$ cat config.mk
export PLATFORM = sky130hd
export DESIGN_NAME = rbfk_front
export DESIGN_NICKNAME = d
export VERILOG_FILES = /design/src/sv/rbfk_pkg.sv /design/src/sv/rbfk_front.sv
export SDC_FILE = /design/constraint.sdc
export NUM_CORES = 1
export LEC_CHECK = 0
export BUFFER_PORTS_ARGS = -buffer_cell sky130_fd_sc_hd__buf_2
export CAP_MARGIN = 0
export CORE_ASPECT_RATIO = 2
export CORE_MARGIN = 2
export CORE_UTILIZATION = 39
export CTS_BUF_LIST = sky130_fd_sc_hd__clkbuf_4 sky130_fd_sc_hd__clkbuf_8 sky130_fd_sc_hd__clkbuf_16
export CTS_CLUSTER_DIAMETER = 100
export DETAILED_ROUTE_END_ITERATION = 16
export PLACE_DENSITY = 0.9
export SKIP_LAST_GASP = 1
export SYNTH_ARGS = -nofsm -noshare
export SYNTH_HDL_FRONTEND = slang
export SYNTH_SLANG_ARGS = --single-unit
$ cat constraint.sdc
create_clock -name clk -period 1.1 [get_ports clk]
set_clock_uncertainty 0.1 [all_clocks]
set_input_delay 0.11 -clock clk [delete_from_list [all_inputs] [get_ports clk]]
set_output_delay 0.11 -clock clk [all_outputs]
set_load 0.005 [all_outputs]
$ cat src/sv/rbfk_pkg.sv
`default_nettype none
// ----------------------------------------------------------------------------
// rbfk_pkg: shared types and constants of the RBF kernel element core
// Fixed-point formats, register indexes, operation codes and the item types
// that travel between the front end, the request queue and the back end.
// ----------------------------------------------------------------------------
package rbfk_pkg;

    // Fraction bits of the squared distance, scale and kernel value
    localparam int FRAC_BITS  = 16;

    localparam int DIST_W     = 32;
    localparam int COEFF_W    = 32;
    localparam int KVAL_W     = 34;
    localparam int MODE_W     = 2;
    localparam int CFG_IDX_W  = 2;
    localparam int CFG_DATA_W = 32;

    // Square root: radicand is d2 scaled up by FRAC_BITS, two bits per digit
    localparam int RAD_W      = DIST_W + FRAC_BITS;
    localparam int ROOT_W     = (RAD_W + 1) / 2;
    localparam int RADP_W     = 2 * ROOT_W;
    localparam int REM_W      = ROOT_W + 3;

    // Exponent product and its split into integer and fraction parts
    localparam int PROD_W     = COEFF_W + DIST_W;
    localparam int UNDER_W    = 5;

    // Q1.31 series arithmetic
    localparam int QW         = 32;
    localparam int Q_FRAC     = 31;
    localparam int SUM_W      = QW + 2;
    localparam int SERIES_N   = 15;
    localparam int POW_STAGES = (1 << UNDER_W) - 1;
    localparam int RND_SHIFT  = Q_FRAC - FRAC_BITS;
    localparam int RVAL_W     = QW + 1 - RND_SHIFT;

    localparam logic [QW-1:0] Q_ONE  = QW'(64'd1 << Q_FRAC);
    // exp(-1) in Q1.31 as the truncated series gives it
    localparam logic [QW-1:0] E1_Q31 = QW'(64'd790015085);
    localparam logic [QW:0]   RND_HALF = (QW+1)'(64'd1 << (RND_SHIFT - 1));

    // Register indexes
    localparam logic [CFG_IDX_W-1:0] REG_KERNEL_MODE = CFG_IDX_W'(0);
    localparam logic [CFG_IDX_W-1:0] REG_SCALE_COEFF = CFG_IDX_W'(1);
    localparam logic [CFG_IDX_W-1:0] REG_SIGMA_INF   = CFG_IDX_W'(2);

    // Kernel mode codes
    localparam logic [MODE_W-1:0] MODE_GAUSS   = MODE_W'(0);
    localparam logic [MODE_W-1:0] MODE_LAPLACE = MODE_W'(1);

    localparam logic [COEFF_W-1:0] SCALE_RESET = COEFF_W'(64'd65536);

    typedef enum logic [1:0] {
        OP_GAUSS,
        OP_LAPLACE,
        OP_NEG,
        OP_ERR
    } op_t;

    typedef struct packed {
        logic [DIST_W-1:0] d2;
        logic              eom;
        op_t               op;
    } item_t;

    typedef struct packed {
        item_t              item;
        logic               under;
        logic [UNDER_W-1:0] n;
    } ctl_t;

endpackage
`default_nettype wire

$ cat src/sv/rbfk_front.sv
`default_nettype none
// ----------------------------------------------------------------------------
// rbfk_front: configuration registers and request classification
// Holds the kernel mode, scale and infinite-sigma flag, and tags each incoming
// request with the operation the back end must carry out.
// ----------------------------------------------------------------------------
module rbfk_front (
    input  wire logic                               clk,
    input  wire logic                               rst_n,
    input  wire logic                               cfg_valid,
    output logic                                    cfg_ready,
    input  wire logic [rbfk_pkg::CFG_IDX_W-1:0]     cfg_index,
    input  wire logic [rbfk_pkg::CFG_DATA_W-1:0]    cfg_data,
    input  wire logic [rbfk_pkg::DIST_W-1:0]        distance_sq,
    input  wire logic                               end_of_matrix,
    output rbfk_pkg::item_t                         item,
    output logic [rbfk_pkg::COEFF_W-1:0]            scale_coeff
);
    import rbfk_pkg::*;

    logic [MODE_W-1:0]  mode_reg, mode_next;
    logic [COEFF_W-1:0] scale_reg, scale_next;
    logic               sinf_reg, sinf_next;

    assign cfg_ready = 1'b1;

    // Decode register writes
    always_comb
    begin
        mode_next  = mode_reg;
        scale_next = scale_reg;
        sinf_next  = sinf_reg;
        if (cfg_valid)
        begin
            unique case (cfg_index)
                REG_KERNEL_MODE: mode_next  = cfg_data[MODE_W-1:0];
                REG_SCALE_COEFF: scale_next = cfg_data[COEFF_W-1:0];
                REG_SIGMA_INF:   sinf_next  = cfg_data[0];
                default:         mode_next  = mode_reg;
            endcase
        end
    end

    always_ff @(posedge clk or negedge rst_n)
    begin
        if (!rst_n)
        begin
            mode_reg  <= MODE_GAUSS;
            scale_reg <= SCALE_RESET;
            sinf_reg  <= 1'b0;
        end
        else
        begin
            mode_reg  <= mode_next;
            scale_reg <= scale_next;
            sinf_reg  <= sinf_next;
        end
    end

    assign scale_coeff = scale_reg;

    // Tag the request with its operation
    always_comb
    begin
        item.d2  = distance_sq;
        item.eom = end_of_matrix;
        unique case (mode_reg)
            MODE_GAUSS:   item.op = sinf_reg ? OP_NEG : OP_GAUSS;
            MODE_LAPLACE: item.op = OP_LAPLACE;
            default:      item.op = OP_ERR;
        endcase
    end

endmodule
`default_nettype wire

# After elaboration in Yosys (flattened, before gate mapping)
# Cells that the tools add are included.
dict set report word_totals {
  ff_bits 35
  input_bits 70
  out_inout_bits 68
  wordCells 13
}
dict set report classes {
  n_eq_ne 3
  n_mux 2
  n_reduce_logical 5
}
# cell n
set ops {}
lappend ops {{2-bit AND reduction} 3}
lappend ops {{2-bit by 1-bit equality test with 1-bit output (second input constant)} 2}
lappend ops {{2-bit zero test} 2}
lappend ops {{2-bit case mux with 2 select lines} 1}
lappend ops {{2-bit equality test (second input constant)} 1}
lappend ops {{2-bit two-way mux} 1}

# Longest topological paths before layout
dict set report logic_depth {
  depth_word 2
  mapped_depth 3
  depth_no_buf 2
}

# Worst setup path before layout
# No wires, ideal clock.
dict set report synth_timing {
  kind {input to register}
  startpoint {input port cfg_index[1] in the netlist's numbering}
  endpoint {register scale_reg[0] (netlist: scale_coeff[0])}
  setup_time_ps 125
  arrival_time_ps 733
  required_ps 875
  path_slack_ps 142
  stages 3
  path_buffers 1
  path_cell_list {nand3b_4 buf_6 mux2_4}
}
dict set report synth_via {
  elab_chain_cells 2
}
# element line_no
set synth_lines {}
lappend synth_lines {{from (decl)} rbfk_front.sv:12} ;# input wire logic [rbfk_pkg::CFG_IDX_W-1:0] cfg_index,
lappend synth_lines {{2-bit by 1-bit equality test with 1-bit output} rbfk_front.sv:35} ;# unique case (cfg_index)
lappend synth_lines {{2-bit AND reduction (no line)} n/a}
lappend synth_lines {{to (signal assigned)} rbfk_front.sv:55} ;# scale_reg <= scale_next;
lappend synth_lines {{to (decl)} rbfk_front.sv:22} ;# logic [COEFF_W-1:0] scale_reg, scale_next;
# No other way between the ends.
# A chain may end at the register's enable or synchronous reset.

==> metrics.md <==
| Metric | Value |
|---|---|
| GPL Wtd Cong | `0.7291` |
| Tcrit/Tclk final | `116.0%` |
| Initial antenna violation count | `0` |
| Final hold violations | `0` |
| Placed cell area | `1918 µm²` |
| Clk sinks | `35` |
| First-pass GRT wire length | `6065 µm` |
| Yosys warns | `0` |
| Number of buffers created by CTS | `5` |
| Row cnt | `34` |
| Vias in the first global route | `1251` |
| Top_reg_cell synth | `dfrtp_1` |
| Critical Path Start Type | `flip-flop` |
| Post-synthesis sequential area ratio | `50.72%` |
| GRT Util Overall | `16.63%` |
| H-Tree Depth | `2` |
| Top cell type by total area after synthesis | `dfrtp_1` |
| Worst-path clk slew | `0.07 ns` |
| Pre-CTS setup slack | `-0.06785 ns` |
| Hold Crit Class | `in2reg` |
| Max-Cap Viols | `0` |
| WS Path Type | `reg2out` |
| Synth async-reset ratio | `100.0%` |
| Max Slew Vio Count | `0` |
| Number of synthesized register bits | `35` |
| CP required | `0.89 ns` |
| Post-synth EDFFs | `0` |
| Detail Placement HPWL | `2439 µm` |
| Peak supply drop | `0.001059 V` |
| Synthesized area per cell | `15.17 µm²` |
| RSZ-0062 raised after global routing | `yes` |
| Largest cells by area after synthesis | `dfrtp_1, mux2_4, buf_4, mux2_2, buf_6` |
| Clk buf depth | `2` |
| Initial Utilization | `40.24%` |
| Final setup margin | `-0.1760 ns` |
| Synth-to-Final Area Change | `39.15%` |
| Vias | `1123` |
| Final WL | `3937 µm` |
| Failing checks | `setup timing` |
| Lkg Pwr | `1.269 nW` |
| CP endpoint kind | `output pin` |
| Worst EP arrival | `1.07 ns` |
| R2r worst-path depth | `2` |
| Pwr/cell area | `1667 nW/µm²` |
| Area share of the largest cell type after synthesis | `49.20%` |
| Root Driver | `clkbuf_8` |
| FMAX | `0.7837 GHz` |
| Synth Instances | `114` |
| Die area | `5015 µm²` |
| Gr ovfl total | `0` |
| PortBufs | `70` |
| Hold path depth | `3` |
| Final min period | `1.276 ns` |
| Max FFs per register | `32` |
| Crit-path max FO | `2` |
| Status | `finished, violations left` |
| Core area | `4297 µm²` |
| Tightest hold margin | `0.09412 ns` |
| Final Setup Violations | `3` |
| Library cells used by synthesis | `13` |
| Vias per cell | `4.547` |
| Cell Area, Synth | `1729 µm²` |
| Setup TNS | `-0.3707 ns` |
| Mapped Nets | `184` |
| Largest net degree at the start of global routing | `27` |
| Layout cells sized above 1 | `62.69%` |
| Diode count | `0` |
| Routed len/inst | `15.94 µm` |
| IO Pins | `138` |
| Antenna Violating Nets Remaining | `0` |
| Worst-Skew Late Latency | `0.29 ns` |
| Total Power | `4.011 mW` |
| Initial DRC Count | `13` |
| DIE WIDTH | `51.09 µm` |
| Final nets | `262` |
| # DRC | `0` |
| Cell area after layout | `2406 µm²` |
| CTS tree | `yes` |
| Commonest cells post-synth | `buf_4, dfrtp_1, mux2_4` |
| Pre-antenna DRT Iters | `4` |
| Die H | `98.17 µm` |
==> worst max-delay path, cell delays in order, from the launching register on <==
cell,delay [ns]
dfrtp_1,0.40
buf_6,0.12
a21o_1,0.14
buf_2,0.12
==> through the flow <==
step	util, %	std cells
detailed placement	44.64	204
finish	56.00	247
CTS	56.00	247
floorplan	-	114
global route	56.00	247
global placement	44.64	204
==> power by group <==
| part | internal (mW) | switching [mW] |
|---|---|---|
| Sequential | 1.54 | 0.148 |
| Combinational | 0.641 | 0.294 |
| Clock | 0.904 | 0.487 |
| Total | 3.08 | 0.930 |
==> timing repair <==
item,4_1_cts,5_1_grt
setup buffers,2,0
endpoints found under the hold margin,70,0
hold buffers,33,0
setup endpoints to repair,3,3
resized for setup,2,0
==> cells by family after synthesis <==
group / count (synthesis) / synth area share, %
AND/OR/NAND/NOR: 4 / 2.388
other: 1 / 0.2169
AO/OA/AOI/OAI: 1 / 0.4343
multiplexers: 35 / 29.31
flip-flops: 35 / 50.72
buffers and inverters: 38 / 16.93
==> layout by cell type, fill, tap and decap left out, drive strengths merged <==
master        n
dlygate4sd3  33
nand3b        2
dfstp         1
inv           1
clkinvlp      1
bufinv        2
clkbuf        5
or2           1
dfrtp        34
buf          75
conb          1
a21o          1
nor3b         1
mux2         35
==> cell type report <==
cell class | instances | area [µm²]
Timing Repair Buffer | 108 | 759.5
Clock inverter | 3 | 67.56
Sequential cell | 35 | 877.1
Clock buffer | 5 | 68.82
Multi-Input combinational cell | 41 | 561.8
Tap cell | 54 | 67.56
Inverter | 1 | 3.754
Fill cell | 371 | 1891
==> worst paths after layout <==
path,start,slack [ns],end
hold reg to reg,scale_coeff[17],0.41,scale_coeff[17]
max in group asynchronous,rst_n,0.37,scale_coeff[29]
hold / removal,cfg_index[1],0.09,sinf_reg
setup reg to reg,mode_reg[1],0.12,mode_reg[1]
setup / recovery,mode_reg[1],-0.18,item[1]
min in group asynchronous,rst_n,0.12,scale_coeff[15]
==> per-layer routing <==
metal  track usage (%)  vias up  wire length (µm)
li1                  -      500                 -
met5                 0        -                 0
met1             17.43      535              1390
met3             3.976       31               246
met2             27.47       57              2080
met4             12.68        0               220
No activity file was read; power rests on OpenSTA's default activity.
