--- config.mk ---
export PLATFORM = sky130hd
export DESIGN_NAME = rbfk_sqrt
export DESIGN_NICKNAME = d
export VERILOG_FILES = /design/src/sv/rbfk_pkg.sv /design/src/sv/rbfk_sqrt.sv
export SDC_FILE = /design/constraint.sdc
export NUM_CORES = 2
export LEC_CHECK = 0
export ABC_CLOCK_PERIOD_IN_PS = 4200
export BUFFER_PORTS_ARGS = -buffer_cell sky130_fd_sc_hd__buf_2
export CAP_MARGIN = 20
export CORE_ASPECT_RATIO = 0.9
export CORE_UTILIZATION = 60
export DETAILED_ROUTE_END_ITERATION = 12
export PLACE_DENSITY = 0.76
export RECOVER_POWER = 50
export SETUP_SLACK_MARGIN = 0.4
export SYNTH_ARGS = -nofsm -noshare
export SYNTH_HDL_FRONTEND = slang
export SYNTH_SLANG_ARGS = --single-unit
--- constraint.sdc ---
create_clock -name clk -period 4.2 [get_ports clk]
set_input_delay 0 -clock clk [delete_from_list [all_inputs] [get_ports clk]]
set_output_delay 0 -clock clk [all_outputs]
set_load 0.02 [all_outputs]
--- src/sv/rbfk_pkg.sv ---
`default_nettype none
// ----------------------------------------------------------------------------
// rbfk_pkg: shared types and constants of the RBF kernel element core
// Fixed-point formats, register indexes, operation codes and the item types
// that travel between the front end, the request queue and the back end.
// ----------------------------------------------------------------------------
package rbfk_pkg;

    // Fraction bits of the squared distance, scale and kernel value
    localparam int FRAC_BITS  = 16;

    localparam int DIST_W     = 32;
    localparam int COEFF_W    = 32;
    localparam int KVAL_W     = 34;
    localparam int MODE_W     = 2;
    localparam int CFG_IDX_W  = 2;
    localparam int CFG_DATA_W = 32;

    // Square root: radicand is d2 scaled up by FRAC_BITS, two bits per digit
    localparam int RAD_W      = DIST_W + FRAC_BITS;
    localparam int ROOT_W     = (RAD_W + 1) / 2;
    localparam int RADP_W     = 2 * ROOT_W;
    localparam int REM_W      = ROOT_W + 3;

    // Exponent product and its split into integer and fraction parts
    localparam int PROD_W     = COEFF_W + DIST_W;
    localparam int UNDER_W    = 5;

    // Q1.31 series arithmetic
    localparam int QW         = 32;
    localparam int Q_FRAC     = 31;
    localparam int SUM_W      = QW + 2;
    localparam int SERIES_N   = 15;
    localparam int POW_STAGES = (1 << UNDER_W) - 1;
    localparam int RND_SHIFT  = Q_FRAC - FRAC_BITS;
    localparam int RVAL_W     = QW + 1 - RND_SHIFT;

    localparam logic [QW-1:0] Q_ONE  = QW'(64'd1 << Q_FRAC);
    // exp(-1) in Q1.31 as the truncated series gives it
    localparam logic [QW-1:0] E1_Q31 = QW'(64'd790015085);
    localparam logic [QW:0]   RND_HALF = (QW+1)'(64'd1 << (RND_SHIFT - 1));

    // Register indexes
    localparam logic [CFG_IDX_W-1:0] REG_KERNEL_MODE = CFG_IDX_W'(0);
    localparam logic [CFG_IDX_W-1:0] REG_SCALE_COEFF = CFG_IDX_W'(1);
    localparam logic [CFG_IDX_W-1:0] REG_SIGMA_INF   = CFG_IDX_W'(2);

    // Kernel mode codes
    localparam logic [MODE_W-1:0] MODE_GAUSS   = MODE_W'(0);
    localparam logic [MODE_W-1:0] MODE_LAPLACE = MODE_W'(1);

    localparam logic [COEFF_W-1:0] SCALE_RESET = COEFF_W'(64'd65536);

    typedef enum logic [1:0] {
        OP_GAUSS,
        OP_LAPLACE,
        OP_NEG,
        OP_ERR
    } op_t;

    typedef struct packed {
        logic [DIST_W-1:0] d2;
        logic              eom;
        op_t               op;
    } item_t;

    typedef struct packed {
        item_t              item;
        logic               under;
        logic [UNDER_W-1:0] n;
    } ctl_t;

endpackage
`default_nettype wire

--- src/sv/rbfk_sqrt.sv ---
`default_nettype none
// ----------------------------------------------------------------------------
// rbfk_sqrt: pipelined integer square root
// One root digit per stage over the scaled squared distance; the request
// rides along so both kernel modes keep the same latency.
// ----------------------------------------------------------------------------
module rbfk_sqrt (
    input  wire logic                         clk,
    input  wire logic                         rst_n,
    input  wire logic                         adv,
    input  wire logic                         in_valid,
    input  wire rbfk_pkg::item_t              in_item,
    output logic                              out_valid,
    output rbfk_pkg::item_t                   out_item,
    output logic [rbfk_pkg::ROOT_W-1:0]       out_root
);
    import rbfk_pkg::*;

    logic              vld_reg  [ROOT_W];
    logic [RADP_W-1:0] rad_reg  [ROOT_W];
    logic [REM_W-1:0]  rem_reg  [ROOT_W];
    logic [ROOT_W-1:0] root_reg [ROOT_W];
    item_t             item_reg [ROOT_W];

    for (genvar j = 0; j < ROOT_W; j++)
    begin : g_digit
        logic              vld_in;
        logic [RADP_W-1:0] rad_in;
        logic [REM_W-1:0]  rem_in;
        logic [ROOT_W-1:0] root_in;
        item_t             item_in;
        logic [REM_W-1:0]  rem_sh;
        logic [REM_W-1:0]  trial;
        logic [REM_W-1:0]  rem_next;
        logic [ROOT_W-1:0] root_next;
        logic              take;

        if (j == 0)
        begin : g_head
            assign vld_in  = in_valid;
            assign rad_in  = RADP_W'({in_item.d2, {FRAC_BITS{1'b0}}});
            assign rem_in  = '0;
            assign root_in = '0;
            assign item_in = in_item;
        end
        else
        begin : g_tail
            assign vld_in  = vld_reg[j-1];
            assign rad_in  = rad_reg[j-1];
            assign rem_in  = rem_reg[j-1];
            assign root_in = root_reg[j-1];
            assign item_in = item_reg[j-1];
        end

        // Bring down two radicand bits and try the next digit
        assign rem_sh    = {rem_in[REM_W-3:0], rad_in[RADP_W-1 -: 2]};
        assign trial     = REM_W'({root_in, 2'b01});
        assign take      = (rem_sh >= trial);
        assign rem_next  = take ? (rem_sh - trial) : rem_sh;
        assign root_next = {root_in[ROOT_W-2:0], take};

        always_ff @(posedge clk or negedge rst_n)
        begin
            if (!rst_n)
                vld_reg[j] <= 1'b0;
            else if (adv)
                vld_reg[j] <= vld_in;
        end

        always_ff @(posedge clk)
        begin
            if (adv)
            begin
                rad_reg[j]  <= rad_in << 2;
                rem_reg[j]  <= rem_next;
                root_reg[j] <= root_next;
                item_reg[j] <= item_in;
            end
        end
    end

    assign out_valid = vld_reg[ROOT_W-1];
    assign out_item  = item_reg[ROOT_W-1];
    assign out_root  = root_reg[ROOT_W-1];

`ifndef ASSERT_OFF
    logic [63:0] chk_rad;
    logic [63:0] chk_root;
    assign chk_rad  = 64'({out_item.d2, {FRAC_BITS{1'b0}}});
    assign chk_root = 64'(out_root);

    a_root_low: assert property (@(posedge clk) disable iff (!rst_n)
        out_valid |-> (chk_root * chk_root <= chk_rad))
        else $error("square root too large");

    a_root_high: assert property (@(posedge clk) disable iff (!rst_n)
        out_valid |-> ((chk_root + 64'd1) * (chk_root + 64'd1) > chk_rad))
        else $error("square root too small");
`endif

endmodule
`default_nettype wire

== Word level (Yosys, flattened, before mapping) ==
Memories as Yosys holds them, arrays and structs flattened.
Index checks and enable logic that the tools add are counted.

* Flip-flop bits (word level): 24
* Bits in writable memories: 3,168
* Bits of input ports: 39
* Output and inout bits: 60
* Memories kept: 4

{| class="wikitable"
|+ Memory list
! name !! depth !! bits a word !! read ports !! clocked after Yosys merged registers in !! wr ports !! RTL line !! RTL
|-
| rad_reg || 24 || 46 || 23 || 0 || 24 || rbfk_sqrt.sv:20 || <nowiki>logic [RADP_W-1:0] rad_reg [ROOT_W];</nowiki>
|-
| item_reg || 24 || 35 || 24 || 0 || 24 || rbfk_sqrt.sv:23 || <nowiki>item_t item_reg [ROOT_W];</nowiki>
|-
| rem_reg || 24 || 27 || 23 || 0 || 24 || rbfk_sqrt.sv:21 || <nowiki>logic [REM_W-1:0] rem_reg [ROOT_W];</nowiki>
|-
| root_reg || 24 || 24 || 24 || 0 || 24 || rbfk_sqrt.sv:22 || <nowiki>logic [ROOT_W-1:0] root_reg [ROOT_W];</nowiki>
|}

* Add/sub/neg operators: 24
* Magnitude comparators: 24
* Muxes and demuxes: 26

{| class="wikitable"
|+ Operators with widths
! kind !! number
|-
| two-way mux 27 bit || 24
|-
| greater-or-equal comparator 27 x 26 -> 1 bit || 23
|-
| subtractor 27 x 26 -> 27 bit || 23
|-
| subtractor 2 x 1 -> 3 bit (second input constant) || 1
|-
| greater-or-equal comparator 2 x 1 -> 1 bit (second input constant) || 1
|-
| two-way mux 1 bit || 2
|}

== Depth between registers and ports, before layout ==
An unclocked memory read counts as a cell.

* Depth in word-level cells: 3
* Mapped depth: 12
* Mapped depth without buffers: 12

== Worst setup path before layout ==
No wires, ideal clock.

* Kind: register to register
* Start: mem rem_reg[2][137] in the netlist's numbering
* End: mem rem_reg[2][175] in the netlist's numbering (data pin)
* Arrival time: 3,012 ps
* Data required time: 3,940 ps
* Setup slack: 928 ps
* Cell stages (with the launch flop): 12
* Path buffers: 1
* Clock period less this slack: 3,272 ps
* Cells stage by stage: edfxtp_1 ha_1 o21ai_0 o21ai_0 a41oi_1 nor4b_1 nor2_1 o21ai_0 a211oi_1 inv_1 buf_2 mux2_2

{| class="wikitable"
|+ RTL lines
! element !! RTL line
|-
| start, declared || rbfk_sqrt.sv:21
|}

==> reports/results.env <==
CLOCK_TREE.ROOT_CELL='sky130_fd_sc_hd__clkbuf_16'
SETUP_WS_NS=0.656
DETAIL_ROUTE.DRC_VIOLATIONS=0
PERIOD_MINUS_WS_FINAL_NS=3.54
REGTOREGSETUPSLACK_NS=0.66
GRT_MAX_DEGREE=144
WORST_SETUP_PATH_END_KIND='register'
FRACTION_OF_SYNTHESIZED_CELL_AREA_IN_XOR_AND_XNOR_CELLS_PCT=4.80
SYNTH_SIMPLE_GATE_AREA_SHARE_PCT=8.20
SYN_AREA_SQ_UM=73200
HOLD_PATH.STARTPOINT='in_item[33]'
KIND_OF_START_POINT_OF_THE_CRITICAL_PATH='register'
ROUTED-VIA-COUNT=40900
GLOBALROUTE.TOTALOVERFLOW=0
VIAS_IN_THE_FIRST_GLOBAL_ROUTE=39700
CTS_H_TREE_DEPTH=4
WORST_SKEW_PAIR.LATE_LATENCY_NS=0.79
WORST_PATH_DOMINANT_CELL_FAMILY='simple AND/OR/NAND/NOR gates'
MAX_CAP_VIOLATIONS=9
WORST_PATH_REQUIRED_NS=4.74
REPORT.FINAL.HOLD_VIOL_COUNT=0
FINAL_MAX_SLEW_VIOL_COUNT=411
PLACEMENT.CELL_AREA_SQ_UM=76200
CRIT_PATH_MAX_FANOUT=23
BUFFERS_INSERTED_BY_POST_CTS_TIMING_REPAIR=0
TOPROUTINGLAYERUSED='met4'
FINAL-SETUP-VIOL-COUNT=0
DETAILEDPLACEMENTHPWL_UM=87900
DRTPASS1ITERATIONS=5
NUMBER_OF_ANTENNA_VIOLATIONS_AT_THE_FIRST_CHECK_IN_GLOBAL_ROUTING=3
SYNTH.FF_LATCH_COUNT=1699
POWER.LEAKAGE_uW=0.0307
WORSTREG2REGEND='rem_reg[1][86]$_DFFE_PP_'
DETAILEDPLACE.WORSTSLACK_NS=0.630
FP.DIEAREA_SQ_UM=123000
ROUTED_LEN_INST_UM=18.1
MET1WIRELENGTH_UM=61100
TOP_LEVEL_PORTS=99
CPMAXSTAGEDELAYCELL='sky130_fd_sc_hd__or4_1'
DR.FIRST_ITER.DRC_COUNT=3474
CLK_PATH_BUF_DEPTH=3
SYNTH_EDF_COUNT=1675
START_UTIL_PCT=60.5
RSZ_0062_RAISED_AFTER_GLOBAL_ROUTING='false'
RUN_STATUS='complete, but fails checks'
ROWS=121
FIN_NETS=5791
ROUTED_VIA_DENSITY=5.70
HOLDWS_NS=0.150
WORST_SETUP_HOLD_PATH_CLK_SLEW_NS=0.06
SYNTH_COMPOUND_GATE_AREA_SHARE_PCT=7.68
FIN_SKEW_NS=0.0241
POST_SYNTH_FA_HA_MAJ_AREA_FRACTION_PCT=5.49
FINAL_LAYOUT_SIZE_SUFFIX_GT1_SHARE_PCT=8.92
LARGEST_FAMILY_OF_LOGIC_CELLS_BY_SYNTHESIZED_AREA='simple AND/OR/NAND/NOR gates'
FINAL.SETUP.TNS_NS=0
DIE_W_UM=370
FIN_UTIL_PCT=67.9
SYNTHDISTINCTLIBCELLS=82
SYNTH.NET_COUNT=5446
CORE_REGION_AREA_SQ_UM=121000
LARGEST_REGISTER_FFS=840
WORST-R2R-CELL-COUNT=8
POST-ROUTE-PERIOD-UTIL_PCT=84.4
CRIT_PATH_CELL_TRACE='or4_1, or3_1, or4_1, nor4_1, nand2_1, o21bai_2, buf_16, mux2_2'
VIOLATIONS='max-capacitance violations, max-slew violations'
HOLD_REMOVAL_PATH_CLASS='in2reg'
PATH_COMMON_CELL='sky130_fd_sc_hd__or4_1'
YOSYSWARNINGS=0
ANTENNA_LEFT=0
FINAL_AREA_SQ_UM=82100
IR_WORST_VDD_uV=423
R2R_START='rem_reg[1][66]$_DFFE_PP_'
MET2_LENGTH_UM=57200
CLOCK-SINKS=1699
ROUTED_WIRELENGTH_UM=130000
SEQ_AREA_FRAC_SYNTH_PCT=69.6
WORST_SLEW_MARGIN_REL_PCT=-70.4
POST_SYNTH_INST_COUNT=5090
GRTUSAGETOTAL_PCT=21.3
NUMCTSBUFFERS=165
PORT-BUFFER-COUNT=98
ROUTED-WL-MET3_UM=8340
SYNTH_FF_TYPE='sky130_fd_sc_hd__edfxtp_1'
TIMING.HOLD.WORST_PATH_DEPTH=3
WORST_CASE_HOLD_PATH_END_POINT='rem_reg[0][0]$_DFFE_PP_'
SYNTH-ASYNC-RESET-RATIO_PCT=1.41
CLASSIFICATION_OF_THE_WORST_SETUP_PATH='reg2reg'
LAYOUT_COMMON_CELLS='sky130_fd_sc_hd__edfxtp_1 (1675), sky130_fd_sc_hd__inv_1 (408), sky130_fd_sc_hd__ha_1 (310)'
TRITONCTS='done'
GRT_PASS1_WL_UM=209000
SYNTH_MUX_AREA_SHARE_PCT=1.79
CP.BUFFERS_INVERTERS=1
POWER_DENSITY_NORMALIZED_TO_CELL_AREA_nW_PER_UM2=522
CRIT_PATH_MAX_INCR_DELAY_NS=0.59
TIMING.CRITICAL_PATH.ARRIVAL_NS=4.08
CHIPHEIGHT_UM=333
GPL.FINAL_WEIGHTED_CONGESTION=0.948
MAX_CLOCK_FREQ_GHz=0.282
POST_SYN_AREA_PER_CELL_SQ_UM=14.4
TIMING_WORST_SLEW_PIN_VALUE_NS=2.56
AREA.GROWTH.SYNTH_TO_FINAL_PCT=12.2
LEADING_CELL_TYPE_IN_THE_LAYOUT_FILL_AND_TAPS_EXCLUDED='sky130_fd_sc_hd__edfxtp_1'
==> synthesized netlist by cell type (11+ instances only) <==
| master | n | area share (%) |
|---|---|---|
| sky130_fd_sc_hd__nor4_1 | 68 | 0.58 |
| sky130_fd_sc_hd__nand2_1 | 280 | 1.4 |
| sky130_fd_sc_hd__and3_1 | 24 | 0.21 |
| sky130_fd_sc_hd__clkbuf_1 | 59 | 0.30 |
| sky130_fd_sc_hd__nor2_1 | 284 | 1.5 |
| sky130_fd_sc_hd__nor2b_1 | 43 | 0.37 |
| sky130_fd_sc_hd__o21ai_0 | 245 | 1.7 |
| sky130_fd_sc_hd__edfxtp_1 | 1675 | 69 |
| sky130_fd_sc_hd__a21oi_1 | 237 | 1.6 |
| sky130_fd_sc_hd__nand3_1 | 80 | 0.55 |
| sky130_fd_sc_hd__nand2b_1 | 55 | 0.47 |
| sky130_fd_sc_hd__xor2_1 | 180 | 2.2 |
| sky130_fd_sc_hd__or3_1 | 46 | 0.39 |
| sky130_fd_sc_hd__nand3b_1 | 20 | 0.21 |
| sky130_fd_sc_hd__nor3b_1 | 12 | 0.12 |
| sky130_fd_sc_hd__a21o_1 | 87 | 0.89 |
| sky130_fd_sc_hd__nand4b_1 | 11 | 0.13 |
| sky130_fd_sc_hd__xnor2_1 | 219 | 2.6 |
| sky130_fd_sc_hd__ha_1 | 310 | 5.3 |
| sky130_fd_sc_hd__o21bai_1 | 16 | 0.16 |
| sky130_fd_sc_hd__or4_1 | 31 | 0.32 |
| sky130_fd_sc_hd__nand4_1 | 31 | 0.27 |
| sky130_fd_sc_hd__a211oi_1 | 27 | 0.28 |
| sky130_fd_sc_hd__o31ai_1 | 38 | 0.39 |
| sky130_fd_sc_hd__o211ai_1 | 19 | 0.19 |
| sky130_fd_sc_hd__inv_1 | 408 | 2.1 |
| sky130_fd_sc_hd__a21boi_0 | 20 | 0.21 |
| sky130_fd_sc_hd__a2111oi_0 | 11 | 0.13 |
| sky130_fd_sc_hd__dfrtp_1 | 24 | 0.82 |
| sky130_fd_sc_hd__a31oi_1 | 19 | 0.16 |
| sky130_fd_sc_hd__nor3_1 | 122 | 0.83 |
| sky130_fd_sc_hd__nor4b_1 | 11 | 0.13 |
| sky130_fd_sc_hd__o21a_1 | 76 | 0.78 |
| sky130_fd_sc_hd__or2_2 | 21 | 0.18 |
| sky130_fd_sc_hd__mux2_2 | 108 | 1.7 |
| sky130_fd_sc_hd__and2_1 | 16 | 0.14 |
==> worst max-delay path by stage <==
stage | start | to | cells after the start | slack, ns
after floorplan | rem_reg[2][137]$_DFFE_PP_ | rem_reg[2][175]$_DFFE_PP_ | 11 | 0.93
after global placement | rem_reg[2][138]$_DFFE_PP_ | rem_reg[2][171]$_DFFE_PP_ | 12 | 0.63
after detailed placement | rem_reg[2][108]$_SDFFCE_PP0P_ | rem_reg[2][137]$_DFFE_PP_ | 11 | 0.63
after CTS | rem_reg[1][66]$_DFFE_PP_ | rem_reg[1][89]$_DFFE_PP_ | 7 | 0.57
after global routing | rem_reg[2][137]$_DFFE_PP_ | rem_reg[2][174]$_DFFE_PP_ | 12 | 0.48
final | rem_reg[1][66]$_DFFE_PP_ | rem_reg[1][86]$_DFFE_PP_ | 8 | 0.66
==> kinds of logic after synthesis <==
logic type	count (synthesis)
adder cells (fa/ha/maj)	317
AND/OR/NAND/NOR	1186
XOR/XNOR	400
flip-flops	1699
multiplexers	117
AO/OA/AOI/OAI	891
buffers and inverters	479
other	1
==> worst reg2reg max path: stages (launching register included) <==
cell and delay (ns):
sky130_fd_sc_hd__edfxtp_1 0.43, sky130_fd_sc_hd__or4_1 0.59, sky130_fd_sc_hd__or3_1 0.43, sky130_fd_sc_hd__or4_1 0.51, sky130_fd_sc_hd__nor4_1 0.36, sky130_fd_sc_hd__nand2_1 0.16
sky130_fd_sc_hd__o21bai_2 0.31, sky130_fd_sc_hd__buf_16 0.21, sky130_fd_sc_hd__mux2_2 0.28
==> layout make-up <==
cell class,instances,area [sq um]
Tap cell,1599,2000
Multi-Input combinational cell,2912,20500
Clock inverter,93,912
Inverter,408,1530
Clock buffer,210,4410
Antenna cell,1,2.50
Sequential cell,1699,50900
Fill cell,8351,38900
Timing Repair Buffer,249,1820
==> where the power goes <==
group | leakage, uW | internal (uW) | switching (uW) | total [uW]
Clock | 0.00258 | 8230 | 6180 | 14400
Sequential | 0.0163 | 20900 | 1080 | 22000
Combinational | 0.0118 | 2870 | 3580 | 6460
Total | 0.0307 | 32000 | 10800 | 42900
==> metrics by stage <==
step	cells	power, uW
5_1_grt	7170	44800
6_report	7171	42900
4_1_cts	7168	43200
2_1_floorplan	5090	26600
3_5_place_dp	6790	28600
3_3_place_gp	6790	28500
==> routing by layer <==
layer  vias to the layer above  global-route usage [%]
li1                      19700                       -
met1                     19700                    32.2
met2                      1180                    31.9
met3                       215                    3.58
met4                         0                    6.59
met5                         -                       0
==> repair_timing <==
action,4_1_cts,5_1_grt
gates resized for setup,0,5
endpoints found under the hold margin,175,0
hold buffers,75,0
endpoints found under the setup margin,0,33
(Power assumes the default switching activity.)
