<file path="config.mk">
export PLATFORM = sky130hd
export DESIGN_NAME = rbfk_queue
export DESIGN_NICKNAME = d
export VERILOG_FILES = /design/src/sv/rbfk_pkg.sv /design/src/sv/rbfk_queue.sv
export SDC_FILE = /design/constraint.sdc
export NUM_CORES = 1
export LEC_CHECK = 0
export BUFFER_PORTS_ARGS = -buffer_cell sky130_fd_sc_hd__buf_2
export CAP_MARGIN = 5
export CORE_UTILIZATION = 52
export DETAILED_ROUTE_END_ITERATION = 10
export PLACE_DENSITY = 0.79
export REMOVE_ABC_BUFFERS = 1
export SLEW_MARGIN = 40
export SYNTH_ARGS = -nofsm -noshare
export SYNTH_HDL_FRONTEND = slang
export SYNTH_SLANG_ARGS = --single-unit
</file>
<file path="constraint.sdc">
create_clock -name clk -period 2.8 [get_ports clk]
set_input_delay 0 -clock clk [delete_from_list [all_inputs] [get_ports clk]]
set_output_delay 0 -clock clk [all_outputs]
set_load 0.01 [all_outputs]
</file>
<file path="src/sv/rbfk_pkg.sv">
`default_nettype none
// ----------------------------------------------------------------------------
// rbfk_pkg: shared types and constants of the RBF kernel element core
// Fixed-point formats, register indexes, operation codes and the item types
// that travel between the front end, the request queue and the back end.
// ----------------------------------------------------------------------------
package rbfk_pkg;

    // Fraction bits of the squared distance, scale and kernel value
    localparam int FRAC_BITS  = 16;

    localparam int DIST_W     = 32;
    localparam int COEFF_W    = 32;
    localparam int KVAL_W     = 34;
    localparam int MODE_W     = 2;
    localparam int CFG_IDX_W  = 2;
    localparam int CFG_DATA_W = 32;

    // Square root: radicand is d2 scaled up by FRAC_BITS, two bits per digit
    localparam int RAD_W      = DIST_W + FRAC_BITS;
    localparam int ROOT_W     = (RAD_W + 1) / 2;
    localparam int RADP_W     = 2 * ROOT_W;
    localparam int REM_W      = ROOT_W + 3;

    // Exponent product and its split into integer and fraction parts
    localparam int PROD_W     = COEFF_W + DIST_W;
    localparam int UNDER_W    = 5;

    // Q1.31 series arithmetic
    localparam int QW         = 32;
    localparam int Q_FRAC     = 31;
    localparam int SUM_W      = QW + 2;
    localparam int SERIES_N   = 15;
    localparam int POW_STAGES = (1 << UNDER_W) - 1;
    localparam int RND_SHIFT  = Q_FRAC - FRAC_BITS;
    localparam int RVAL_W     = QW + 1 - RND_SHIFT;

    localparam logic [QW-1:0] Q_ONE  = QW'(64'd1 << Q_FRAC);
    // exp(-1) in Q1.31 as the truncated series gives it
    localparam logic [QW-1:0] E1_Q31 = QW'(64'd790015085);
    localparam logic [QW:0]   RND_HALF = (QW+1)'(64'd1 << (RND_SHIFT - 1));

    // Register indexes
    localparam logic [CFG_IDX_W-1:0] REG_KERNEL_MODE = CFG_IDX_W'(0);
    localparam logic [CFG_IDX_W-1:0] REG_SCALE_COEFF = CFG_IDX_W'(1);
    localparam logic [CFG_IDX_W-1:0] REG_SIGMA_INF   = CFG_IDX_W'(2);

    // Kernel mode codes
    localparam logic [MODE_W-1:0] MODE_GAUSS   = MODE_W'(0);
    localparam logic [MODE_W-1:0] MODE_LAPLACE = MODE_W'(1);

    localparam logic [COEFF_W-1:0] SCALE_RESET = COEFF_W'(64'd65536);

    typedef enum logic [1:0] {
        OP_GAUSS,
        OP_LAPLACE,
        OP_NEG,
        OP_ERR
    } op_t;

    typedef struct packed {
        logic [DIST_W-1:0] d2;
        logic              eom;
        op_t               op;
    } item_t;

    typedef struct packed {
        item_t              item;
        logic               under;
        logic [UNDER_W-1:0] n;
    } ctl_t;

endpackage
`default_nettype wire

</file>
<file path="src/sv/rbfk_queue.sv">
`default_nettype none
// ----------------------------------------------------------------------------
// rbfk_queue: two-entry request queue between front and back end
// Registered full flag, so the input side never waits on the result side
// combinationally.
// ----------------------------------------------------------------------------
module rbfk_queue (
    input  wire logic            clk,
    input  wire logic            rst_n,
    input  wire logic            wr,
    input  wire rbfk_pkg::item_t wr_item,
    output logic                 full,
    input  wire logic            rd,
    output logic                 empty,
    output rbfk_pkg::item_t      rd_item
);
    import rbfk_pkg::*;

    item_t       slot_reg [2];
    logic        wr_ptr_reg, wr_ptr_next;
    logic        rd_ptr_reg, rd_ptr_next;
    logic [1:0]  count_reg, count_next;
    logic        do_wr, do_rd;

    assign full    = (count_reg == 2'd2);
    assign empty   = (count_reg == 2'd0);
    assign do_wr   = wr && !full;
    assign do_rd   = rd && !empty;
    assign rd_item = slot_reg[rd_ptr_reg];

    // Advance pointers and fill count
    always_comb
    begin
        wr_ptr_next = do_wr ? !wr_ptr_reg : wr_ptr_reg;
        rd_ptr_next = do_rd ? !rd_ptr_reg : rd_ptr_reg;
        count_next  = count_reg;
        if (do_wr && !do_rd)
            count_next = count_reg + 2'd1;
        else if (do_rd && !do_wr)
            count_next = count_reg - 2'd1;
    end

    always_ff @(posedge clk or negedge rst_n)
    begin
        if (!rst_n)
        begin
            wr_ptr_reg <= 1'b0;
            rd_ptr_reg <= 1'b0;
            count_reg  <= 2'd0;
        end
        else
        begin
            wr_ptr_reg <= wr_ptr_next;
            rd_ptr_reg <= rd_ptr_next;
            count_reg  <= count_next;
        end
    end

    // Store the request
    always_ff @(posedge clk)
    begin
        if (do_wr)
            slot_reg[wr_ptr_reg] <= wr_item;
    end

`ifndef ASSERT_OFF
    a_count_range: assert property (@(posedge clk) disable iff (!rst_n)
        count_reg != 2'd3)
        else $error("request queue count out of range");

    a_ptr_count: assert property (@(posedge clk) disable iff (!rst_n)
        (count_reg == 2'd0 || count_reg == 2'd2) |-> (wr_ptr_reg == rd_ptr_reg))
        else $error("request queue pointers disagree with count");
`endif

endmodule
`default_nettype wire

</file>
Word level (Yosys, flattened, before mapping) --
Memory sizes are Yosys's and may differ from the RTL's. Index checks and enable logic that the tools add are counted.
Word-level totals: register bits 4, memory bits (writable) 70, input port bits 39, output and inout bits 37, word-level logic and storage cells 23, memories 1
Operators by class: add/sub/neg operators 2, equal/unequal tests 1, muxes and demuxes 4, reduce and logical (&&, ||, !) cells 12
Memories:
- slot_reg | depth 2, bits a word 35, rd ports 1, clocked after Yosys merged registers in 0, wr ports 1, RTL line rbfk_queue.sv:19 | item_t slot_reg [2];
Operators by type and width (number):
- 1-bit logical NOT | 6
- 1-bit logical AND | 4
- 2-bit 2-to-1 mux | 2
- 2-bit by 1-bit adder with 2-bit output (second input constant) | 1
- 2-bit == test (second input constant) | 1
- 2-bit logical NOT | 1
- 1-bit 2-to-1 mux | 2
- 2-bit nonzero test | 1
- 2-bit by 1-bit subtractor with 2-bit output (second input constant) | 1

Depth between registers and ports, before layout --
Gate-level depths: netlist of run 1.
depth after elaboration 7, mapped depth 7, depth with buffers taken out 7

Worst setup path before layout of run 1 --
Ideal clock, no wire load.
path type register to register, start point reg count_reg[0], end point mem slot_reg[0][0] (netlist bit) (enable), setup time 0.427 ns, data arrival time 2.128 ns, required time 2.373 ns, setup slack 0.245 ns, cell stages (with the launch flop) 4, buffers on the path 0, clock period less this slack 2.555 ns, cell sequence dfrtp_1 > nand2b_1 > nand2_1 > nor2_1
On the way: cells in the longest elaborated chain, start to end 5
Ends and longest elaborated chain:
- start, declared | RTL line rbfk_queue.sv:22 | logic [1:0] count_reg, count_next;
- start signal, assigned | RTL line rbfk_queue.sv:55 | count_reg <= count_next;
- 2-bit == test | RTL line rbfk_queue.sv:25 | assign full = (count_reg == 2'd2);
- 1-bit logical NOT | RTL line rbfk_queue.sv:27 | assign do_wr = wr && !full;
- 1-bit logical AND | RTL line rbfk_queue.sv:27
- 1-bit 2-to-1 mux | RTL line rbfk_queue.sv:62 | if (do_wr)
- 1-bit 2-to-1 mux (implied by the code) | RTL line rbfk_queue.sv:63 | slot_reg[wr_ptr_reg] <= wr_item;
- end, declared | RTL line rbfk_queue.sv:19
Every way passes these cells.

==> results of run 1 <==
kinds of logic after synthesis:
| logic type | share of synthesized area (%) |
|---|---|
| AND/OR/NAND/NOR | 0.958 |
| multiplexers | 17.5 |
| XOR/XNOR | 1.52 |
| adder cells (fa/ha/maj) | 0.435 |
| AO/OA/AOI/OAI | 0.174 |
| flip-flops | 76.7 |
| buffers and inverters | 2.74 |
final timing paths:
check | start | to | slack [ps] | cells after the start
min reg2reg | count_reg[1]$_DFFE_PN0P_ | count_reg[1]$_DFFE_PN0P_ | 520 | 1
min in group asynchronous | rst_n | count_reg[1]$_DFFE_PN0P_ | 590 | 3
max in group asynchronous | rst_n | rd_ptr_reg$_DFFE_PN0P_ | 2010 | 3
min | wr | wr_ptr_reg$_DFFE_PN0P_ | 60 | 3
max | rd_ptr_reg$_DFFE_PN0P_ | rd_item[12] | 930 | 3
max reg2reg | count_reg[0]$_DFFE_PN0P_ | slot_reg[0][15]$_DFFE_PP_ | 1000 | 4
layout by cell type, fill, tap and decap left out, types with 2 or more instances in the layout:
master | Yosys | routed
edfxtp_1 | 70 | 70
dlygate4sd3_1 | 0 | 38
buf_2 | 0 | 75
xnor2_1 | 3 | 3
mux2_4 | 29 | 29
bufinv_16 | 0 | 4
dfrtp_1 | 4 | 3
buf_4 | 0 | 2
clkbuf_8 | 0 | 9
xor2_1 | 2 | 2
inv_1 | 2 | 2
nor2_1 | 3 | 2
mux2_2 | 6 | 6
worst reg2reg max path: stages, from the launching register on:
cell,delay [ps]
dfrtp_1,420
nand2b_1,180
nand2_1,150
nor2_4,330
buf_4,390
timing repair:
item                                    4_1_cts  5_1_grt
hold buffers                                 38        0
endpoints found under the setup margin        0        0
hold endpoints to repair                     75        0
power breakdown:
part | switching (W) | internal [W] | total [W]
sequential | 0.000125 | 0.00152 | 0.00165
clock | 0.000363 | 0.000678 | 0.00104
combinational | 0.000566 | 0.000637 | 0.00120
area by class of cell:
class                           count  area share [%]
Inverter                            2           0.191
Sequential cell                    74            56.1
Clock inverter                      6            3.28
Tap cell                           70            2.23
Clock buffer                       10            3.25
Multi-Input combinational cell     48            15.4
Timing Repair Buffer              115            19.6
layer usage:
metal  wire length, um  track usage (%)  vias up
met4                75             8.65        0
met1              2080             21.4      732
met3               211             4.67        8
li1                  -                -      737
met5                 0                0        -
met2              2520             29.6       52
stage by stage:
step	util (%)	hold slack, ps	power (W)
2_1_floorplan	-	-296	0.00245
3_3_place_gp	63.2	-187	0.00280
3_5_place_dp	63.2	-185	0.00284
4_1_cts	75.4	34.8	0.00392
5_1_grt	75.5	58.7	0.00406
6_report	75.5	56.1	0.00389
==> results_dict.tcl, run 1 <==
set metrics [dict create \
    postRouteAntennaNets 0 \
    die_area_um2 5830 \
    top_level_ports 76 \
    synth-seq-cells 74 \
    yosys-top-cells-count "70 x edfxtp_1, 29 x mux2_4, 6 x mux2_2, 4 x dfrtp_1" \
    skew_ps 5.64 \
    slowest_delay_ps 570 \
    maxSlewViolCount 0 \
    core_area_um2 5200 \
    yosysWarnings 0 \
    clk_latency_ps 330 \
    grt_overflow 0 \
    clk_pin_slew_ps 70 \
    critPathLaunchType "register" \
    status "complete, no violations" \
    fin_ws_ps 927 \
    place_area_um2 3290 \
    finalCritPeriodShare_pct 66.9 \
    root_buffer "clkbuf_8" \
    postRouteWirelength_um 4890 \
    cpLargestDelayFamily "buffers and inverters" \
    num_vias 1529 \
    multi_input_area_um2 604 \
    synthMostInstantiatedCell "edfxtp_1" \
    nets 290 \
    ctsResizeCount 0 \
    dp.cells 271 \
    die_h_um 76.3 \
    hold_violations 0 \
    dp_slack_ps 992 \
    syn_area_per_cell_um2 22.4 \
    synth_ff_type "edfxtp_1" \
    critPathMaxFanout 24 \
    cap_violations 0 \
    p_leak_nw 1.61 \
    cts_tree "built" \
    cts_buffers 9 \
    setup_tns_ps 0 \
    gp_congestion 0.739 \
    track_usage_pct 17.7 \
    synth_cells 128 \
    crit_buf_inv 2 \
    drt_iter0_drc 104 \
    setup_viol 0 \
    avgViaCountPerCell 4.70 \
    cts_setup_buffers 0 \
    worst_pin_slew_ps 492 \
    grt_antenna_before_repair 0 \
    path_class "register to output pin" \
    io_buffers 75 \
    fin_cells 325 \
    worstPathRequired_ps 2800 \
    die_w_um 76.3 \
    yosysTopAreaCellShare_pct 73.2 \
    row_count 26 \
    grt_pass1_vias 1552 \
    synthesis.area_um2 2870 \
    rsz0062_at_grt "false" \
    syn2layout_area_growth_pct 36.8 \
    diodes 0 \
    ys_types 15 \
    seq_area_um2 2200 \
    grt_max_degree 36 \
    slowest_stage "dfrtp_2" \
    vdd_drop_max_v 0.000632 \
    h-tree-depth 3 \
    period_needed_ps 1870 \
    drc_errors 0 \
    yosysTopAreaCell "edfxtp_1" \
    initial_utilization_pct 55.2 \
    synth.yosys.seq_area_share_pct 76.7 \
    grt_pass1_wl_um 7490 \
    layout-drive-gt1-share_pct 50.6 \
    yosys-top-cells-area "edfxtp_1 73%, mux2_4 15%, dfrtp_1 3.5%" \
    endpoint_kind "output pin" \
    cellPowerDensity_nw_per_um2 990 \
    hold_class "input port to register" \
    crit_arrival_ps 1870 \
    firstDrtPassIters 4 \
    max_slew_margin_pct 67.2 \
    fillers 312 \
    async_flop_share_pct 5.41 \
    cts_sinks 74 \
    max_freq_ghz 0.534 \
    clockBufferDepth 2 \
    fin_area_um2 3930 \
    synth_edf_count 70 \
    crit_chain "buf_4 -> mux2_4 -> buf_2" \
    largest_reg_flops 70 \
    wl_per_cell_um 15.0 \
]
No activity file was read; power rests on OpenSTA's default activity.
==> run 2, diff against run 1 <==
CORE_UTILIZATION = 47   (was 52)
PLACE_DENSITY = 0.75   (was 0.79)
clock period = 1.6 ns   (was 2.8 ns; I/O delays follow)
==> results_dict.tcl, run 2 (synthesis gave the netlist of run 1 again) <==
set metrics [dict create \
    status "complete, no violations" \
    maxSlewViolCount 0 \
    grt_max_degree 36 \
    period_needed_ps 1490 \
    grt_overflow 0 \
    grt_pass1_vias 1519 \
    crit_arrival_ps 1760 \
    io_buffers 75 \
    clk_pin_slew_ps 70 \
    crit_path_end "count_reg[1]$_DFFE_PN0P_" \
    worstPathRequired_ps 1870 \
    setup_viol 0 \
    mostFrequentLayoutCells "75 x buf_2, 70 x edfxtp_1, 38 x dlygate4sd3_1" \
    nets 294 \
    path_class "register to register" \
    cts_tree "built" \
    reg2reg_to "count_reg[1]$_DFFE_PN0P_" \
    hold_class "input port to register" \
    die_area_um2 6430 \
    dp_slack_ps 134 \
    clk_latency_ps 340 \
    cts_buffers 9 \
    endpoint_kind "register" \
    num_vias 1536 \
    drc_errors 0 \
    reg2regPathDepth 7 \
    initial_utilization_pct 48.5 \
    rsz0062_at_grt "false" \
    postRouteAntennaNets 0 \
    largest_reg_flops 70 \
    skew_ps 6.92 \
    worst_pin_slew_ps 202 \
    hpwl_um 2840 \
    critPathMaxFanout 3 \
    cellPowerDensity_nw_per_um2 1680 \
    gp_congestion 0.732 \
    root_buffer "clkbuf_8" \
    finalCritPeriodShare_pct 93.3 \
    grt_antenna_before_repair 0 \
    avgViaCountPerCell 4.60 \
    top_level_ports 76 \
    h-tree-depth 3 \
    fin_cells 334 \
    row_count 28 \
    die_w_um 80.2 \
    die_h_um 80.2 \
    firstDrtPassIters 4 \
    grt_pass1_wl_um 7070 \
    fin_area_um2 3970 \
    final_common_cell "buf_2" \
    fin_ws_ps 108 \
    layout-drive-gt1-share_pct 51.4 \
    place_area_um2 3370 \
    core_area_um2 5920 \
    track_usage_pct 15.7 \
    p_leak_nw 1.62 \
    diodes 0 \
    vdd_drop_max_v 0.00122 \
    max_freq_ghz 0.670 \
    hold_violations 0 \
    startpoint "count_reg[0]$_DFFE_PN0P_" \
    clockBufferDepth 2 \
    drt_iter0_drc 56 \
    postRouteWirelength_um 4700 \
    max_slew_margin_pct 86.5 \
    wl_per_cell_um 14.1 \
    syn2layout_area_growth_pct 38.0 \
    cts_sinks 74 \
    critPathLaunchType "register" \
    cap_violations 0 \
    dp.cells 279 \
    timing.rr.start "count_reg[0]$_DFFE_PN0P_" \
    r2r_setup_slack_ps 110 \
]
-- run 2: how the worst min path moves through the flow --
stage | cells past startpoint | start | to
after floorplan | 0 | rst_n | count_reg[0]$_DFFE_PN0P_
after detailed placement | 1 | rst_n | count_reg[0]$_DFFE_PN0P_
after global placement | 1 | rst_n | count_reg[0]$_DFFE_PN0P_
final | 3 | wr | wr_ptr_reg$_DFFE_PN0P_
after global routing | 3 | wr | wr_ptr_reg$_DFFE_PN0P_
after CTS | 3 | wr | wr_ptr_reg$_DFFE_PN0P_
-- run 2: report_power, final --
part	internal, W	switching, W	total, W
logic	0.00128	0.00108	0.00235
registers	0.00266	0.000154	0.00281
clock network	0.000867	0.000649	0.00152
-- run 2: layout make-up --
class	instances	area (um2)
flip-flops and latches	74	2200
fillers	414	1960
repair buffers	119	851
clock inverters	6	81.3
well taps	75	93.8
clock buffers	10	128
multi-input cells	48	601
inverters	2	7.51
-- run 2: what timing repair did --
item / 4_1_cts / 5_1_grt
endpoints found under the hold margin: 75 / 0
gates resized for setup: 0 / 0
endpoints found under the setup margin: 5 / 0
hold buffers: 38 / 0
buffers inserted: 1 / 0
-- run 2: critical path, cell delays in order, from the launching register on --
cell      delay, ps
dfrtp_1         380
nand2b_1        170
nand2_1         190
inv_1            70
ha_1            210
xor2_1          140
nor2_1          110
xor2_1          150
-- run 2: through the flow --
stage / setup TNS, ps / hold slack (ps) / utilization (%) / total power, W
after floorplan: -47770 / -296 / - / 0.00430
after global placement: 0 / -189 / 56.9 / 0.00509
after detailed placement: 0 / -189 / 56.9 / 0.00513
after CTS: 0 / 28.2 / 67.0 / 0.00674
after global routing: 0 / 59.5 / 67.0 / 0.00697
final: 0 / 49.1 / 67.0 / 0.00668
-- run 2: per-layer routing --
metal,wire length [um],up-vias,track usage (%)
li1,-,746,-
met1,1970,728,18.1
met2,2320,53,25.0
met3,280,9,5.11
met4,125,0,10.2
met5,0,-,0
==> run 3, diff against run 2 <==
--- a/config.mk
+++ b/config.mk
@@ -8,3 +8,3 @@
 export BUFFER_PORTS_ARGS = -buffer_cell sky130_fd_sc_hd__buf_2
-export CAP_MARGIN = 5
+export CAP_MARGIN = 20
 export CORE_UTILIZATION = 47
==> constraint.sdc (replaced) <==
create_clock -name clk -period 1.6 [get_ports clk]
set_input_delay 0.16 -clock clk [delete_from_list [all_inputs] [get_ports clk]]
set_output_delay 0.16 -clock clk [all_outputs]
set_load 0.01 [all_outputs]
==> results_dict.tcl, run 3 (synthesis gave the netlist of run 1 again) <==
set metrics [dict create \
    avgViaCountPerCell 4.79 \
    drc_errors 0 \
    crit_chain "buf_12 -> mux2_4 -> buf_2" \
    clk_latency_ps 330 \
    root_buffer "clkbuf_8" \
    io_buffers 75 \
    postRouteWirelength_um 4600 \
    clockBufferDepth 2 \
    grt_busiest_layer "met2" \
    grtUsageMet3_pct 2.50 \
    worst_pin_slew_ps 196 \
    crit_arrival_ps 1410 \
    finalCritPeriodShare_pct 98.3 \
    fin_area_um2 3810 \
    cap_violations 0 \
    hpwl_um 2860 \
    vdd_drop_max_v 0.00156 \
    row_count 28 \
    postRouteAntennaNets 0 \
    die_w_um 80.2 \
    wl_per_cell_um 15.3 \
    timing.rr.start "count_reg[0]$_DFFE_PN0P_" \
    grt_pass1_wl_um 6760 \
    mostFrequentLayoutCells "70 x edfxtp_1, 47 x buf_2, 35 x mux2_4" \
    startpoint "rd_ptr_reg$_DFFE_PN0P_" \
    utilization_pct 64.3 \
    worstPathRequired_ps 1440 \
    setup_tns_ps 0 \
    skew_ps 4.99 \
    slowest_delay_ps 430 \
    period_needed_ps 1570 \
    layout-drive-gt1-share_pct 58.8 \
    cellPowerDensity_nw_per_um2 1820 \
    min_from "wr_item[2]" \
    grt_util_met2_pct 25.0 \
    top_level_ports 76 \
    diodes 0 \
    rsz0062_at_grt "true" \
    grt_max_degree 36 \
    initial_utilization_pct 48.5 \
    grtUsageMet1_pct 17.0 \
    cts_sinks 74 \
    hold_violations 0 \
    core_area_um2 5920 \
    syn2layout_area_growth_pct 32.6 \
    die_area_um2 6430 \
    track_usage_pct 14.6 \
    hold_slack_ps 20.2 \
    setup_viol 0 \
    drt_iter0_drc 76 \
    status "complete, no violations" \
    max_freq_ghz 0.636 \
    fillers 420 \
    firstDrtPassIters 4 \
    slowest_stage "dfrtp_2" \
    final_common_cell "edfxtp_1" \
    largest_reg_flops 70 \
    maxSlewViolCount 0 \
    place_area_um2 3370 \
    hold_class "input port to register" \
    die_h_um 80.2 \
    clk_pin_slew_ps 70 \
    cts_tree "built" \
    critPathLaunchType "register" \
    max_slew_margin_pct 86.8 \
    path_class "register to output pin" \
    grt_antenna_before_repair 0 \
    fin_ws_ps 26.8 \
    grt_overflow 0 \
    num_vias 1441 \
    cts_buffers 9 \
    dp_slack_ps 141 \
    nets 261 \
    grt_pass1_vias 1403 \
    critPathMaxFanout 17 \
    p_leak_nw 1.56 \
    endpoint_kind "output pin" \
    h-tree-depth 3 \
    gp_congestion 0.667 \
]
-- run 3: worst paths after layout --
path / depth (start not counted) / end / slack (ps)
worst max-delay path: 3 / rd_item[19] / 30
worst min-delay path: 1 / slot_reg[1][2]$_DFFE_PP_ / 20
worst max register to register: 6 / count_reg[1]$_DFFE_PN0P_ / 120
worst min register to register: 1 / count_reg[1]$_DFFE_PN0P_ / 530
max in group asynchronous: 2 / rd_ptr_reg$_DFFE_PN0P_ / 1290
min in group asynchronous: 2 / wr_ptr_reg$_DFFE_PN0P_ / 170
-- run 3: routing by layer --
layer,vias to the layer above,wire length [um],share of wire (%)
li1,676,-,-
met1,709,1840,40
met2,51,2510,55
met3,5,181,3.9
met4,0,71,1.5
met5,-,0,0
-- run 3: report_power, final --
| part | total, W | switching, W | leakage, nW | internal [W] |
|---|---|---|---|---|
| clock | 0.00134 | 0.000625 | 0.0974 | 0.000710 |
| sequential | 0.00281 | 0.000151 | 0.696 | 0.00266 |
| combinational | 0.00278 | 0.00116 | 0.766 | 0.00162 |
-- run 3: what timing repair did --
action | in CTS | in global routing
resized for setup | 4 | 30
setup buffers | 1 | 0
pin swaps | 0 | 0
setup endpoints to repair | 14 | 32
hold buffers | 5 | 0
endpoints found under the hold margin | 12 | 0
-- run 3: critical path, delay by kind of cell, from the launching register on --
family	cells	cell delay [ps]
flip-flops	1	430
buffers and inverters	2	330
multiplexers	1	310
-- run 3: stage by stage --
stage,cells,power [W]
2_1_floorplan,124,0.00430
3_3_place_gp,279,0.00509
3_5_place_dp,279,0.00514
4_1_cts,301,0.00655
5_1_grt,301,0.00725
6_report,301,0.00692
-- run 3: layout make-up --
| type | instances | area [um2] | share of cell area [%] |
|---|---|---|---|
| sequential | 74 | 2200 | 57.9 |
| clock inverter | 6 | 57.6 | 1.51 |
| multi-input combinational | 48 | 623 | 16.4 |
| inverter | 2 | 7.51 | 0.197 |
| clock buffer | 10 | 128 | 3.35 |
| tap | 75 | 93.8 | 2.46 |
| timing repair buffer | 86 | 696 | 18.3 |
